$ cat src/rtl/tcbst_pkg.sv
`timescale 1ns / 1ps
// ----------------------------------------------------------------------------
// Blank-synchronised timer package
// Item codes, register selects, mode word bit positions and the request
// bundle that the top level hands to each counter channel.
// ----------------------------------------------------------------------------
package tcbst_pkg;

  localparam int unsigned NumTimers = 3;
  localparam int unsigned CountW    = 16;

  // Item codes; code 3 is unused and does nothing.
  typedef enum logic [1:0] {
    OP_TICK  = 2'd0,
    OP_READ  = 2'd1,
    OP_WRITE = 2'd2
  } op_e;

  // Register selects; select 3 is unmapped.
  typedef enum logic [1:0] {
    KIND_COUNT  = 2'd0,
    KIND_MODE   = 2'd1,
    KIND_TARGET = 2'd2
  } kind_e;

  // Timer index that selects no counter at all.
  localparam logic [1:0] NoTimer = 2'd3;

  // Sync modes held in mode word bits 2..1.
  localparam logic [1:0] SYNC_MODE0 = 2'd0;
  localparam logic [1:0] SYNC_MODE1 = 2'd1;
  localparam logic [1:0] SYNC_MODE2 = 2'd2;
  localparam logic [1:0] SYNC_MODE3 = 2'd3;

  // Mode word bit positions.
  localparam int unsigned BitSyncEn     = 0;
  localparam int unsigned BitSyncLo     = 1;
  localparam int unsigned BitWrapTarget = 3;
  localparam int unsigned BitHitTarget  = 11;
  localparam int unsigned BitHitMax     = 12;

  localparam logic [CountW-1:0] MaxCount = 16'hFFFF;

  typedef logic [CountW-1:0] word_t;

  // Request from the execute stage to one channel.
  typedef struct packed {
    logic  tick;
    logic  wr;
    kind_e kind;
    word_t data;
    logic  blank;
  } chan_req_t;

endpackage

$ cat src/rtl/three_channel_blank_synced_timer_top.sv
`timescale 1ns / 1ps
// ----------------------------------------------------------------------------
// Three-channel blank-synchronised timer
// Three 16-bit counters with mode words and targets, driven by tick items
// and accessed by register read and write items.
// ----------------------------------------------------------------------------
// Usage:
//   Items arrive on the input channel (in_valid_i / in_stall_o): an item code
//   in mode_i (tick, read or write), the counter in timer_index_i, the
//   register in reg_kind_i, write data and the two blank flags. Every item
//   gives exactly one result transfer on the output channel
//   (out_valid_o / out_stall_i) carrying read_data_o, which is the selected
//   register for a read and zero otherwise.
//   An accepted item is held in an input register; once the result register
//   is free it updates the counter state and loads the result register, so
//   the result is offered from the cycle after the item leaves the input
//   register. One item is taken every cycle while the output side keeps up;
//   this holds because each item applies its state update as it leaves the
//   input register, so each item sees everything the previous one wrote.
//   When the receiver stalls, the result register holds its value, the input
//   register fills, and in_stall_o rises until the result is taken.
//   Reset clears every counter, mode word and target and empties both
//   registers.
// ----------------------------------------------------------------------------
module three_channel_blank_synced_timer_top import tcbst_pkg::*; (
  input  logic        clk_i,
  input  logic        rst_ni,
  input  logic        in_valid_i,
  output logic        in_stall_o,
  input  logic [1:0]  mode_i,
  input  logic [1:0]  timer_index_i,
  input  logic [1:0]  reg_kind_i,
  input  logic [15:0] write_data_i,
  input  logic        hblank_i,
  input  logic        vblank_i,
  output logic        out_valid_o,
  input  logic        out_stall_i,
  output logic [15:0] read_data_o
);

  // Input register.
  logic       in_valid_q;
  logic [1:0] op_q;
  logic [1:0] idx_q;
  logic [1:0] kind_q;
  word_t      data_q;
  logic       hb_q;
  logic       vb_q;

  // Result register.
  logic  out_valid_q;
  word_t out_data_q, out_data_d;

  logic out_free;
  logic ex_fire;
  logic in_fire;

  chan_req_t req [NumTimers];
  word_t     cnt [NumTimers];
  word_t     mde [NumTimers];
  word_t     tgt [NumTimers];

  // The result register frees up when empty or when its transfer completes.
  assign out_free   = !out_valid_q || !out_stall_i;
  assign ex_fire    = in_valid_q && out_free;
  assign in_stall_o = in_valid_q && !out_free;
  assign in_fire    = in_valid_i && !in_stall_o;

  always_ff @(posedge clk_i or negedge rst_ni) begin
    if (!rst_ni) begin
      in_valid_q <= 1'b0;
    end else if (in_fire) begin
      in_valid_q <= 1'b1;
    end else if (ex_fire) begin
      in_valid_q <= 1'b0;
    end
  end

  always_ff @(posedge clk_i) begin
    if (in_fire) begin
      op_q   <= mode_i;
      idx_q  <= timer_index_i;
      kind_q <= reg_kind_i;
      data_q <= write_data_i;
      hb_q   <= hblank_i;
      vb_q   <= vblank_i;
    end
  end

  // Per-channel requests from the item in the input register.
  always_comb begin
    for (int i = 0; i < NumTimers; i++) begin
      req[i].tick  = ex_fire && (op_q == OP_TICK);
      req[i].wr    = ex_fire && (op_q == OP_WRITE) && (idx_q == 2'(i));
      req[i].kind  = kind_e'(kind_q);
      req[i].data  = data_q;
      req[i].blank = 1'b0;
    end
    req[0].blank = hb_q;
    req[1].blank = vb_q;
  end

  tcbst_chan #(.BlankSync(1'b1)) u_chan0 (
    .clk_i, .rst_ni, .req_i(req[0]), .count_o(cnt[0]), .mode_o(mde[0]), .target_o(tgt[0])
  );
  tcbst_chan #(.BlankSync(1'b1)) u_chan1 (
    .clk_i, .rst_ni, .req_i(req[1]), .count_o(cnt[1]), .mode_o(mde[1]), .target_o(tgt[1])
  );
  tcbst_chan #(.BlankSync(1'b0)) u_chan2 (
    .clk_i, .rst_ni, .req_i(req[2]), .count_o(cnt[2]), .mode_o(mde[2]), .target_o(tgt[2])
  );

  // Read path: reads see the state before this item, which reads never change.
  always_comb begin
    out_data_d = '0;
    if (op_q == OP_READ && idx_q != NoTimer) begin
      case (kind_e'(kind_q))
        KIND_COUNT:  out_data_d = cnt[idx_q];
        KIND_MODE:   out_data_d = mde[idx_q];
        KIND_TARGET: out_data_d = tgt[idx_q];
        default:     out_data_d = '0;
      endcase
    end
  end

  always_ff @(posedge clk_i or negedge rst_ni) begin
    if (!rst_ni) begin
      out_valid_q <= 1'b0;
    end else if (out_free) begin
      out_valid_q <= in_valid_q;
    end
  end

  always_ff @(posedge clk_i) begin
    if (ex_fire) begin
      out_data_q <= out_data_d;
    end
  end

  assign out_valid_o = out_valid_q;
  assign read_data_o = out_data_q;

  // An executed item always produces a result in the next cycle.
  assert property (@(posedge clk_i) disable iff (!rst_ni)
    ex_fire |=> out_valid_q)
    else $error("executed item produced no result");

  // Backpressure on the input only while an item is waiting in the register.
  assert property (@(posedge clk_i) disable iff (!rst_ni)
    in_stall_o |-> (in_valid_q && out_valid_q))
    else $error("input stalled without a waiting item");

  // Ticks, writes and unused codes return zero.
  assert property (@(posedge clk_i) disable iff (!rst_ni)
    (ex_fire && op_q != OP_READ) |=> (read_data_o == '0))
    else $error("non-read item returned non-zero data");

  // Reads of no counter return zero.
  assert property (@(posedge clk_i) disable iff (!rst_ni)
    (ex_fire && idx_q == NoTimer) |=> (read_data_o == '0))
    else $error("read of no counter returned non-zero data");

endmodule

$ cat src/rtl/tcbst_chan.sv
`timescale 1ns / 1ps
// ----------------------------------------------------------------------------
// Blank-synchronised timer channel
// Holds one counter with its mode word and target, and applies a tick or a
// register write to them.
// ----------------------------------------------------------------------------
module tcbst_chan import tcbst_pkg::*; #(
  parameter bit BlankSync = 1'b1
) (
  input  logic      clk_i,
  input  logic      rst_ni,
  input  chan_req_t req_i,
  output word_t     count_o,
  output word_t     mode_o,
  output word_t     target_o
);

  word_t count_q, count_d;
  word_t mode_q, mode_d;
  word_t target_q, target_d;

  word_t      tick_mode;
  word_t      base_cnt;
  word_t      stepped;
  logic       inc;
  logic       clr;
  logic [1:0] sync_sel;

  assign sync_sel = mode_q[BitSyncLo +: 2];

  // Count step for a tick, before wrapping.
  always_comb begin
    inc       = 1'b1;
    clr       = 1'b0;
    tick_mode = mode_q;
    if (mode_q[BitSyncEn]) begin
      if (BlankSync) begin
        if (req_i.blank) begin
          if (sync_sel == SYNC_MODE1 || sync_sel == SYNC_MODE2) begin
            clr = 1'b1;
          end
          if (sync_sel == SYNC_MODE3) begin
            tick_mode[BitSyncEn] = 1'b0;
          end
        end else if (sync_sel != SYNC_MODE1) begin
          inc = 1'b0;
        end
      end else if (sync_sel == SYNC_MODE0 || sync_sel == SYNC_MODE3) begin
        inc = 1'b0;
      end
    end
    base_cnt = clr ? '0 : count_q;
    stepped  = inc ? base_cnt + word_t'(1) : base_cnt;
  end

  always_comb begin
    count_d  = count_q;
    mode_d   = mode_q;
    target_d = target_q;
    if (req_i.tick) begin
      count_d = stepped;
      mode_d  = tick_mode;
      if (tick_mode[BitWrapTarget]) begin
        if (stepped >= target_q) begin
          count_d              = '0;
          mode_d[BitHitTarget] = 1'b1;
        end
      end else if (stepped == MaxCount) begin
        count_d           = '0;
        mode_d[BitHitMax] = 1'b1;
      end
    end else if (req_i.wr) begin
      case (req_i.kind)
        KIND_COUNT:  count_d  = '0;
        KIND_MODE:   mode_d   = req_i.data;
        KIND_TARGET: target_d = req_i.data;
        default: ;
      endcase
    end
  end

  always_ff @(posedge clk_i or negedge rst_ni) begin
    if (!rst_ni) begin
      count_q  <= '0;
      mode_q   <= '0;
      target_q <= '0;
    end else begin
      count_q  <= count_d;
      mode_q   <= mode_d;
      target_q <= target_d;
    end
  end

  assign count_o  = count_q;
  assign mode_o   = mode_q;
  assign target_o = target_q;

  // With wrap at 0xFFFF selected, a tick never leaves the count at 0xFFFF.
  assert property (@(posedge clk_i) disable iff (!rst_ni)
    (req_i.tick && !mode_d[BitWrapTarget]) |=> (count_q != MaxCount))
    else $error("count left at 0xFFFF after a tick");

  // With wrap at target selected, a tick never leaves the count at or above
  // the target.
  assert property (@(posedge clk_i) disable iff (!rst_ni)
    (req_i.tick && mode_d[BitWrapTarget]) |=>
      (count_q < target_q || count_q == '0))
    else $error("count left at or above its target after a tick");

endmodule

$ cat config.mk
export PLATFORM = sky130hd
export DESIGN_NAME = three_channel_blank_synced_timer_top
export DESIGN_NICKNAME = d
export VERILOG_FILES = /design/src/rtl/tcbst_pkg.sv /design/src/rtl/three_channel_blank_synced_timer_top.sv /design/src/rtl/tcbst_chan.sv
export SDC_FILE = /design/constraint.sdc
export NUM_CORES = 1
export LEC_CHECK = 0
export BUFFER_PORTS_ARGS = -buffer_cell sky130_fd_sc_hd__buf_2
export CAP_MARGIN = 20
export CORE_MARGIN = 5
export CORE_UTILIZATION = 63
export CTS_CLUSTER_SIZE = 40
export DETAILED_ROUTE_END_ITERATION = 6
export PLACE_DENSITY = 0.81
export SLEW_MARGIN = 10
export SYNTH_ARGS = -nofsm -noshare
export SYNTH_HDL_FRONTEND = slang
export SYNTH_SLANG_ARGS = --single-unit
$ cat constraint.sdc
create_clock -name clk_i -period 5.98 [get_ports clk_i]
set_input_delay 1.196 -clock clk_i [delete_from_list [all_inputs] [get_ports clk_i]]
set_output_delay 1.196 -clock clk_i [all_outputs]
set_load 0.02 [all_outputs]
==> flow_metrics.tcl, run 1 <==
set metrics [dict create \
    outcome "finished, final reports clean" \
    postRouteWirelength_mm 30.22 \
    synthFlopType "dfrtp_1" \
    syn-cell-area_sq_um 11020 \
    via_per_inst 6.617 \
    clk_path_buf_depth 2 \
    clkSinkCount 186 \
    power_mw 3.596 \
    max-cap-violations 0 \
    cpMostUsedCell "ha_1" \
    die_h_um 142.2 \
    ys_seq_elements 186 \
    stdcell_count 1388 \
    hold_class "reg2reg" \
    ant_nets 0 \
    final_common_cell "dfrtp_1" \
    core-area_sq_um 17240 \
    num_io_pins 46 \
    finalSetupViolCount 0 \
    grt_overflow_total 0 \
    rsz0062_at_grt "no" \
    avgSynthCellArea_sq_um 9.759 \
    port-buffer-count 45 \
    critPathArrivalTime_ns 4.96 \
    wl_per_cell_um 21.77 \
    layout_common_cells "dfrtp_1, nand2_1, nor2_1" \
    regToRegSetupSlack_ns 1.40 \
    die-area_sq_um 20230 \
    path_delay_family "compound AO/OA/AOI/OAI gates" \
    cpMaxStageDelayCell "o311a_1" \
    antenna_found_initial 0 \
    start_kind "register" \
    grt_pass1_vias 8854 \
    fmax_ghz 0.2184 \
    htreeDepth 4 \
    cts_resized 0 \
    drc 0 \
    critPathKind "reg2reg" \
    holdBufCountCts 0 \
    drive_gt1_share_pct 15.39 \
    detailroute.via_count 9185 \
    start_util_pct 63.92 \
    diodes 0 \
    end_kind "register" \
    finalHoldViolations 0 \
    ff2ff_path_depth 17 \
    slew_headroom_pct 30.11 \
    worstHoldPathCells 1 \
    synth-edff-count 40 \
    yosys_warnings 0 \
    holdPathEnd "u_chan2.mode_o[7]" \
    clk_latency_ns 0.45 \
    fin_nets 1233 \
    min_period_ns 4.579 \
    crit_chain "ha_1 -> and3b_1 -> nor2_1 -> ha_1 -> nand2_1 -> a2111oi_2 -> and3_1 -> xnor2_1 -> nor2_1 -> ha_1 -> a21o_1 -> a21o_1 -> a21oi_1 -> nand2_1 -> o211ai_1 -> o311a_1 -> a22o_1" \
    row_count 48 \
    p_leak_nw 5.460 \
    seq_area_frac_synth_pct 44.06 \
    worstReg2RegEnd "u_chan1.count_o[11]" \
    grt_pass1_wl_mm 48.16 \
    vdd_drop_max_mv 0.2830 \
    post-dp-hpwl_mm 21.60 \
    cts_setup_buffers 0 \
    dpl.cell_count 1355 \
    power_density_nw_per_um2 299.0 \
    finalCritPeriodShare_pct 76.58 \
    first_pass_iters 6 \
    cp_max_fo 16 \
    cts_tree "yes" \
    grt_max_degree 105 \
    chipWidth_um 142.2 \
    dr.first_iter.drc_count 1190 \
    root_buffer "clkbuf_16" \
    crit_required_ns 6.36 \
    routabilityCongestion 0.9644 \
    cpPeakStageDelay_ns 0.62 \
    setup_tns_ns 0 \
    clk_pin_slew_ns 0.08 \
    slew_violations 0 \
    syn2layout_area_growth_pct 9.153 \
    filler_cell_count 1270 \
    cts_buffers 17 \
    synth.net_count 1212 \
    syn-instance-count 1129 \
    worst_pin_slew_ns 1.040 \
    hp-start "u_chan2.mode_o[7]" \
    finClkSkew_ns 0.01285 \
    crit_buf_inv 0 \
    worstReg2RegStart "u_chan1.mode_o[1]" \
    grt_util_all_layers_pct 30.70 \
    synthArstFlopShare_pct 78.49 \
    ys_types 67 \
]
## synthesized netlist by cell type (4+ instances only)
library cell	n	area share [%]
a22o_1	32	2.5
nand3b_1	6	0.41
o21ai_0	79	3.6
or3_1	13	0.74
nand4_1	15	0.85
nand2b_1	15	0.85
mux2_2	58	5.9
a21o_1	16	1.1
nor3b_1	8	0.55
a2111oi_0	4	0.32
a22o_2	6	0.55
xnor2_1	14	1.1
or2_2	4	0.23
mux2i_1	48	4.4
and2_1	8	0.45
or4_1	5	0.34
a211o_1	4	0.32
and4_1	6	0.48
nand3_1	21	0.95
buf_2	6	0.27
dfrtp_1	146	33
a21oi_1	68	3.1
clkbuf_1	54	1.8
nor2b_1	5	0.28
nand2_1	108	3.7
a31oi_1	5	0.28
nor3_1	12	0.55
ha_1	55	6.2
inv_1	68	2.3
and3_1	10	0.57
edfxtp_1	40	11
xor2_1	10	0.79
a211oi_1	46	3.1
nor2_1	83	2.8
## power breakdown
part / internal (mW) / leakage (nW) / switching (mW) / total (mW)
Combinational: 0.336 / 2.95 / 0.480 / 0.815
Sequential: 1.46 / 2.24 / 0.197 / 1.66
Clock: 0.558 / 0.277 / 0.561 / 1.12
## final cells by class
cell class	instances	area [sq um]	area share [%]
multi-input combinational	813	5678	47.21
sequential	186	4855	40.37
clock buffer	17	425.4	3.537
timing repair buffer	64	377.9	3.142
tap	225	281.5	2.341
inverter	68	255.2	2.122
clock inverter	15	153.9	1.280
## sequential cells by signal, indices dropped and copies added (netlist names)
register,flops
data_q,16
hb_q,1
idx_q,2
in_valid_q,1
kind_q,2
op_q,2
out_valid_o,1
read_data_o,16
u_chan0.count_o,16
u_chan0.mode_o,16
u_chan0.target_o,16
u_chan1.count_o,16
u_chan1.mode_o,16
u_chan1.target_o,16
u_chan2.count_o,16
u_chan2.mode_o,16
u_chan2.target_o,16
vb_q,1
## layer usage
layer	track usage (%)	part of all wire [%]
met4	14.55	4.6
met1	43.13	42
met3	5.074	7.7
met5	0	0
met2	46.86	46
## worst max-delay path by stage
stage,startpoint,endpoint,slack (ns),cells past startpoint
after floorplan,u_chan1.mode_o[1],u_chan1.count_o[10],1.80,20
after global placement,u_chan1.mode_o[1],u_chan1.count_o[2],1.61,17
after detailed placement,u_chan1.mode_o[1],u_chan1.count_o[11],1.45,17
after CTS,u_chan1.mode_o[1],u_chan1.count_o[11],1.43,17
after global routing,u_chan1.mode_o[1],u_chan1.count_o[11],1.02,17
final,u_chan1.mode_o[1],u_chan1.count_o[11],1.40,17
## kinds of logic (layout without fill, tap and decap cells)
family / after synthesis / after routing / synth area share (%)
adder cells (fa/ha/maj): 55 / 55 / 6.246
XOR/XNOR: 25 / 25 / 2.055
multiplexers: 106 / 106 / 10.29
flip-flops: 186 / 186 / 44.06
AND/OR/NAND/NOR: 335 / 335 / 15.23
buffers and inverters: 130 / 164 / 4.497
AO/OA/AOI/OAI: 292 / 292 / 17.62
## per-stage QoR
step,util (%),area [sq um],hold slack (ns),setup WS [ns]
after CTS,69.73,12020,0.5137,1.428
after floorplan,-,11020,0.4564,1.804
final,69.77,12030,0.5122,1.401
after global routing,69.77,12030,0.5250,1.022
after global placement,66.30,11430,0.4693,1.606
after detailed placement,66.37,11440,0.4959,1.454
(Power assumes the default switching activity.)
==> run 2, diff against run 1 <==
Settings changed: ABC_AREA set to 1, CORE_UTILIZATION 63 to 57, PLACE_DENSITY 0.81 to 0.77.
Clock period 5.98 ns to 3.9 ns, I/O delays scaled along.
==> flow_metrics.tcl, run 2 <==
set metrics [dict create \
    layout_common_cells "nand2_1, inv_1, dfrtp_1" \
    synthTopCellsByCount "nand2_1, inv_1, dfrtp_1" \
    synthFlopType "dfrtp_1" \
    drive_gt1_share_pct 9.560 \
    pre_cts_slack_ns 0.2605 \
    slew_headroom_pct 36.59 \
    clkSinkCount 186 \
    power_frac_comb_pct 25.8 \
    intPower_mw 3.583 \
    syn2layout_area_growth_pct 10.27 \
    cts_setup_buffers 0 \
    synthMostInstantiatedCell "nand2_1" \
    slew_violations 0 \
    port-buffer-count 45 \
    hold_class "in2async" \
    ys_types 39 \
    drc 0 \
    clk_path_buf_depth 2 \
    die_h_um 151.3 \
    synth_adder_area_share_pct 6.048 \
    chipWidth_um 151.3 \
    core-area_sq_um 19590 \
    grt_pass1_wl_mm 56.10 \
    p_sw_share_pct 36.82 \
    setup_tns_ns 0 \
    max-cap-violations 0 \
    cpMaxStageDelayCell "dfrtp_1" \
    grt_util_all_layers_pct 32.33 \
    cts_buffers 17 \
    synth.net_count 1600 \
    end_kind "register" \
    grt_overflow_total 0 \
    die-area_sq_um 22890 \
    p_leak_nw 6.017 \
    outcome "finished, final reports clean" \
    syn-instance-count 1517 \
    cp_max_fo 13 \
    seq_area_frac_synth_pct 42.67 \
    syn-cell-area_sq_um 11380 \
    p_clk_share_pct 30.7 \
    synth_top_area_cell "dfrtp_1" \
    crit_chain "ha_1 -> inv_1 -> nand3_2 -> nand2_1 -> inv_1 -> ha_1 -> inv_1 -> nor2_2 -> nand3_1 -> nor2_1 -> xor2_1 -> inv_1 -> ha_1 -> nand2_1 -> nor3_1 -> nand3_1 -> nand3_1 -> nand2_2 -> nand4_1 -> o21ai_0" \
    seqPwrFrac_pct 43.5 \
    filler_cell_count 1703 \
    worst_pin_slew_ns 0.9477 \
    final_common_cell "nand2_1" \
    wl_per_cell_um 19.36 \
    min_period_ns 3.648 \
    ys_seq_elements 186 \
    muxShareOfSynthArea_pct 0 \
    detailroute.via_count 10824 \
    grt_pass1_vias 10015 \
    synth-edff-count 40 \
    cpMostUsedCell "inv_1" \
    critPathArrivalTime_ns 3.96 \
    postRouteWirelength_mm 35.51 \
    critPathKind "reg2reg" \
    num_io_pins 46 \
    p_switching_mw 2.088 \
    root_buffer "clkbuf_16" \
    crit_required_ns 4.21 \
    finalSetupViolCount 0 \
    start_util_pct 58.08 \
    routabilityCongestion 1.026 \
    power_density_nw_per_um2 452.0 \
    fin_nets 1639 \
    clk_latency_ns 0.45 \
    finalCritPeriodShare_pct 93.55 \
    cpPeakStageDelay_ns 0.44 \
    row_count 51 \
    post_synth_and_or_nand_nor_area_fraction_pct 26.61 \
    synth-compound-area-share_pct 13.21 \
    start_kind "register" \
    antenna_found_initial 0 \
    diodes 0 \
    first_pass_iters 6 \
    rsz0062_at_grt "no" \
    vdd_drop_max_mv 0.3188 \
    fmax_ghz 0.2741 \
    synth_xor_area_share_pct 1.353 \
    avgSynthCellArea_sq_um 7.501 \
    clk_pin_slew_ns 0.08 \
    finClkSkew_ns 0.01250 \
    synth.area.top_cells "dfrtp_1, nand2_1, edfxtp_1" \
    timing.final.ws_setup_ns 0.2516 \
    cts_tree "yes" \
    grt_max_degree 77 \
    finalHoldViolations 0 \
    synth_top_family_by_area "simple AND/OR/NAND/NOR gates" \
    dr.first_iter.drc_count 1182 \
    via_per_inst 5.902 \
    synth.top_cell.area_share_pct 32.11 \
    synthArstFlopShare_pct 78.49 \
    ant_nets 0 \
    post-dp-hpwl_mm 26.77 \
    yosys_warnings 0 \
    htreeDepth 4 \
]
-- run 2: final timing paths --
check,slack [ns],to,cells after the start,start
min reg2reg,0.48,out_valid_o,2,in_valid_q
min in group clk_i,0.48,out_valid_o,2,in_valid_q
max in group asynchronous,2.65,u_chan0.count_o[4],2,rst_ni
min,0.34,u_chan1.mode_o[9],1,rst_ni
max reg2reg,0.25,u_chan0.count_o[4],20,u_chan0.mode_o[1]
max,0.25,u_chan0.count_o[4],20,u_chan0.mode_o[1]
-- run 2: kinds of logic (layout without fill, tap and decap cells) --
group / Yosys count / after routing
adder cells (fa/ha/maj): 55 / 55
XOR/XNOR: 15 / 15
flip-flops: 186 / 186
AND/OR/NAND/NOR: 699 / 699
AO/OA/AOI/OAI: 267 / 267
buffers and inverters: 295 / 347
-- run 2: final cells by class --
| class | instances | area [sq um] | area share [%] |
|---|---|---|---|
| Tap cell | 265 | 331.6 | 2.643 |
| Multi-Input combinational cell | 1036 | 5405 | 43.08 |
| Timing Repair Buffer | 69 | 431.7 | 3.440 |
| Clock buffer | 17 | 425.4 | 3.391 |
| Inverter | 246 | 923.4 | 7.359 |
| Sequential cell | 186 | 4855 | 38.69 |
| Clock inverter | 15 | 175.2 | 1.396 |
-- run 2: through the flow --
stage	cells	utilization [%]	cell area [sq um]	hold slack, ns	total power, mW
after floorplan	1517	-	11380	0.4340	3.407
after global placement	1801	60.70	11890	0.4484	3.838
after detailed placement	1801	60.70	11890	0.4629	3.891
after CTS	1833	63.77	12490	0.3722	5.621
after global routing	1834	64.05	12550	0.3899	5.958
final	1834	64.05	12550	0.3388	5.671
-- run 2: what timing repair did --
| action | in CTS | in global routing |
|---|---|---|
| endpoints found under the setup margin | 0 | 16 |
| hold buffers | 0 | 0 |
| resized for setup | 0 | 7 |
| endpoints found under the hold margin | 0 | 0 |
-- run 2: per-layer routing --
metal	GRT usage, %	up-vias	part of all wire [%]
li1	-	5031	-
met1	43.81	5058	41
met2	48.66	619	44
met3	7.510	116	10
met4	16.50	0	5.7
met5	0	-	0
-- run 2: worst max-delay path, delay by kind of cell, from the launching register on --
family	cells	cell delay [ns]
buffers and inverters	4	0.28
XOR/XNOR	1	0.32
AO/OA/AOI/OAI	1	0.09
AND/OR/NAND/NOR	11	1.54
flip-flops	1	0.44
adder cells (fa/ha/maj)	3	0.84
-- run 2: power by group through the flow --
stage	Clock [mW]	Sequential, mW	Combinational, mW
floorplan	0	2.44	0.962
global placement	0	2.48	1.36
detailed placement	0	2.49	1.40
CTS	1.75	2.46	1.42
global route	1.84	2.49	1.63
finish	1.74	2.47	1.46
==> run 3, diff against run 2 <==
Settings changed: CORE_UTILIZATION 57 to 50, PLACE_DENSITY 0.77 to 0.69.
==> flow_metrics.tcl, run 3 (same netlist as run 2, synthesis figures left out) <==
set metrics [dict create \
    outcome "complete, but fails checks" \
    violations "design-rule violations" \
    antenna_found_initial 0 \
    grt_max_degree 70 \
    min_period_ns 3.647 \
    slew_headroom_pct 26.96 \
    worst_pin_slew_ns 1.094 \
    clk_pin_slew_ns 0.09 \
    drive_gt1_share_pct 9.745 \
    crit_required_ns 4.22 \
    seq_area_sq_um 4855 \
    htreeDepth 4 \
    worstReg2RegStart "u_chan0.mode_o[2]" \
    port-buffer-count 45 \
    multi_input_area_sq_um 5424 \
    final_common_cell "nand2_1" \
    start_util_pct 50.56 \
    syn2layout_area_growth_pct 11.14 \
    wl_per_cell_um 19.65 \
    start_kind "register" \
    hold_class "in2async" \
    setup_tns_ns 0 \
    crit_start "u_chan0.mode_o[2]" \
    max-cap-violations 0 \
    cp_max_fo 13 \
    post-dp-hpwl_mm 27.69 \
    detailroute.via_count 10621 \
    finalHoldViolations 0 \
    via_per_inst 5.726 \
    critPathKind "reg2reg" \
    die_h_um 160.9 \
    core-area_sq_um 22500 \
    layout_common_cells "nand2_1, inv_1, dfrtp_1" \
    grt_overflow_total 0 \
    ff2ff_path_depth 21 \
    first_pass_iters 7 \
    grt_pass1_vias 9855 \
    clk_path_buf_depth 2 \
    endpoint "u_chan0.count_o[2]" \
    vdd_drop_max_mv 0.3179 \
    drc 2 \
    die-area_sq_um 25870 \
    clkSinkCount 186 \
    cts_tree "yes" \
    finalSetupViolCount 0 \
    root_buffer "clkbuf_16" \
    dr.first_iter.drc_count 1171 \
    ant_nets 0 \
    finalCritPeriodShare_pct 93.52 \
    clk_latency_ns 0.46 \
    end_kind "register" \
    cts_buffers 17 \
    regToRegSetupSlack_ns 0.25 \
    worstReg2RegEnd "u_chan0.count_o[2]" \
    routabilityCongestion 1.044 \
    rsz0062_at_grt "yes" \
    critPathArrivalTime_ns 3.96 \
    filler_cell_count 2071 \
    diodes 0 \
    slew_violations 0 \
    grt_pass1_wl_mm 57.00 \
    fmax_ghz 0.2742 \
    power_density_nw_per_um2 460.4 \
    p_leak_nw 6.047 \
    timing.final.ws_setup_ns 0.2526 \
    row_count 55 \
    pre_cts_slack_ns 0.2745 \
    postRouteWirelength_mm 36.45 \
    chipWidth_um 160.9 \
    cts_setup_buffers 0 \
    finClkSkew_ns 0.01632 \
    fin_nets 1640 \
    grt_util_all_layers_pct 28.52 \
    num_io_pins 46 \
]
## run 3: changes by cell type in the layout (fill, tap and decap cells not counted), sizes merged
cell,previous run,this run
buf,69,70
clkinv,10,5
clkinvlp,1,0
inv,250,256
## run 3: how the worst min path moves through the flow
stage	start	to	slack, ns
5_1_grt	rst_ni	u_chan1.mode_o[8]	0.37
3_5_place_dp	in_valid_q	out_valid_o	0.46
6_report	rst_ni	u_chan1.mode_o[9]	0.31
2_1_floorplan	in_valid_q	out_valid_o	0.43
4_1_cts	rst_ni	u_chan0.mode_o[8]	0.34
3_3_place_gp	in_valid_q	out_valid_o	0.45
## run 3: what timing repair did
action | 4_1_cts | 5_1_grt
setup endpoints to repair | 0 | 23
gates resized for setup | 0 | 9
hold buffers | 0 | 0
## run 3: routing by layer
metal	track usage (%)	wire (um)	vias to the layer above
met5	0	0	-
met4	12.52	1821	0
met3	5.132	3009	99
met2	43.73	16480	506
met1	39.80	15150	4970
li1	-	-	5046
## run 3: report_power, final
part / switching [mW] / internal [mW] / total (mW)
Clock: 0.993 / 0.923 / 1.92
Combinational: 0.986 / 0.461 / 1.45
Sequential: 0.209 / 2.25 / 2.46
Total: 2.19 / 3.63 / 5.82
## run 3: final cells by class
cell class	count	share of cell area (%)
inverter	246	7.302
sequential	186	38.39
clock inverter	15	1.821
clock buffer	17	3.364
multi-input combinational	1036	42.89
timing repair buffer	70	3.413
tap	285	2.820
## run 3: critical path, stage by stage, from the launching register on
cell	delay [ns]
dfrtp_1	0.39
inv_1	0.07
ha_1	0.30
inv_1	0.06
nand3_2	0.06
nand2_1	0.09
inv_1	0.09
ha_1	0.23
inv_1	0.07
nor2_2	0.19
nand3_1	0.13
nor2_1	0.19
xor2_2	0.21
inv_1	0.08
ha_1	0.28
nand2_1	0.06
nor3_1	0.25
nand3_1	0.11
nand3_1	0.19
nand2_2	0.22
nand4_1	0.16
o21ai_0	0.10
## run 3: metrics by stage
stage / util [%] / instances / hold slack (ns) / area [sq um] / total power [mW]
floorplan: - / 1517 / 0.4340 / 11380 / 3.407
global route: 56.20 / 1855 / 0.3667 / 12650 / 6.151
finish: 56.20 / 1855 / 0.3132 / 12650 / 5.822
global placement: 53.09 / 1823 / 0.4511 / 11950 / 3.855
CTS: 56.00 / 1855 / 0.3390 / 12600 / 5.812
detailed placement: 53.09 / 1823 / 0.4607 / 11950 / 3.897
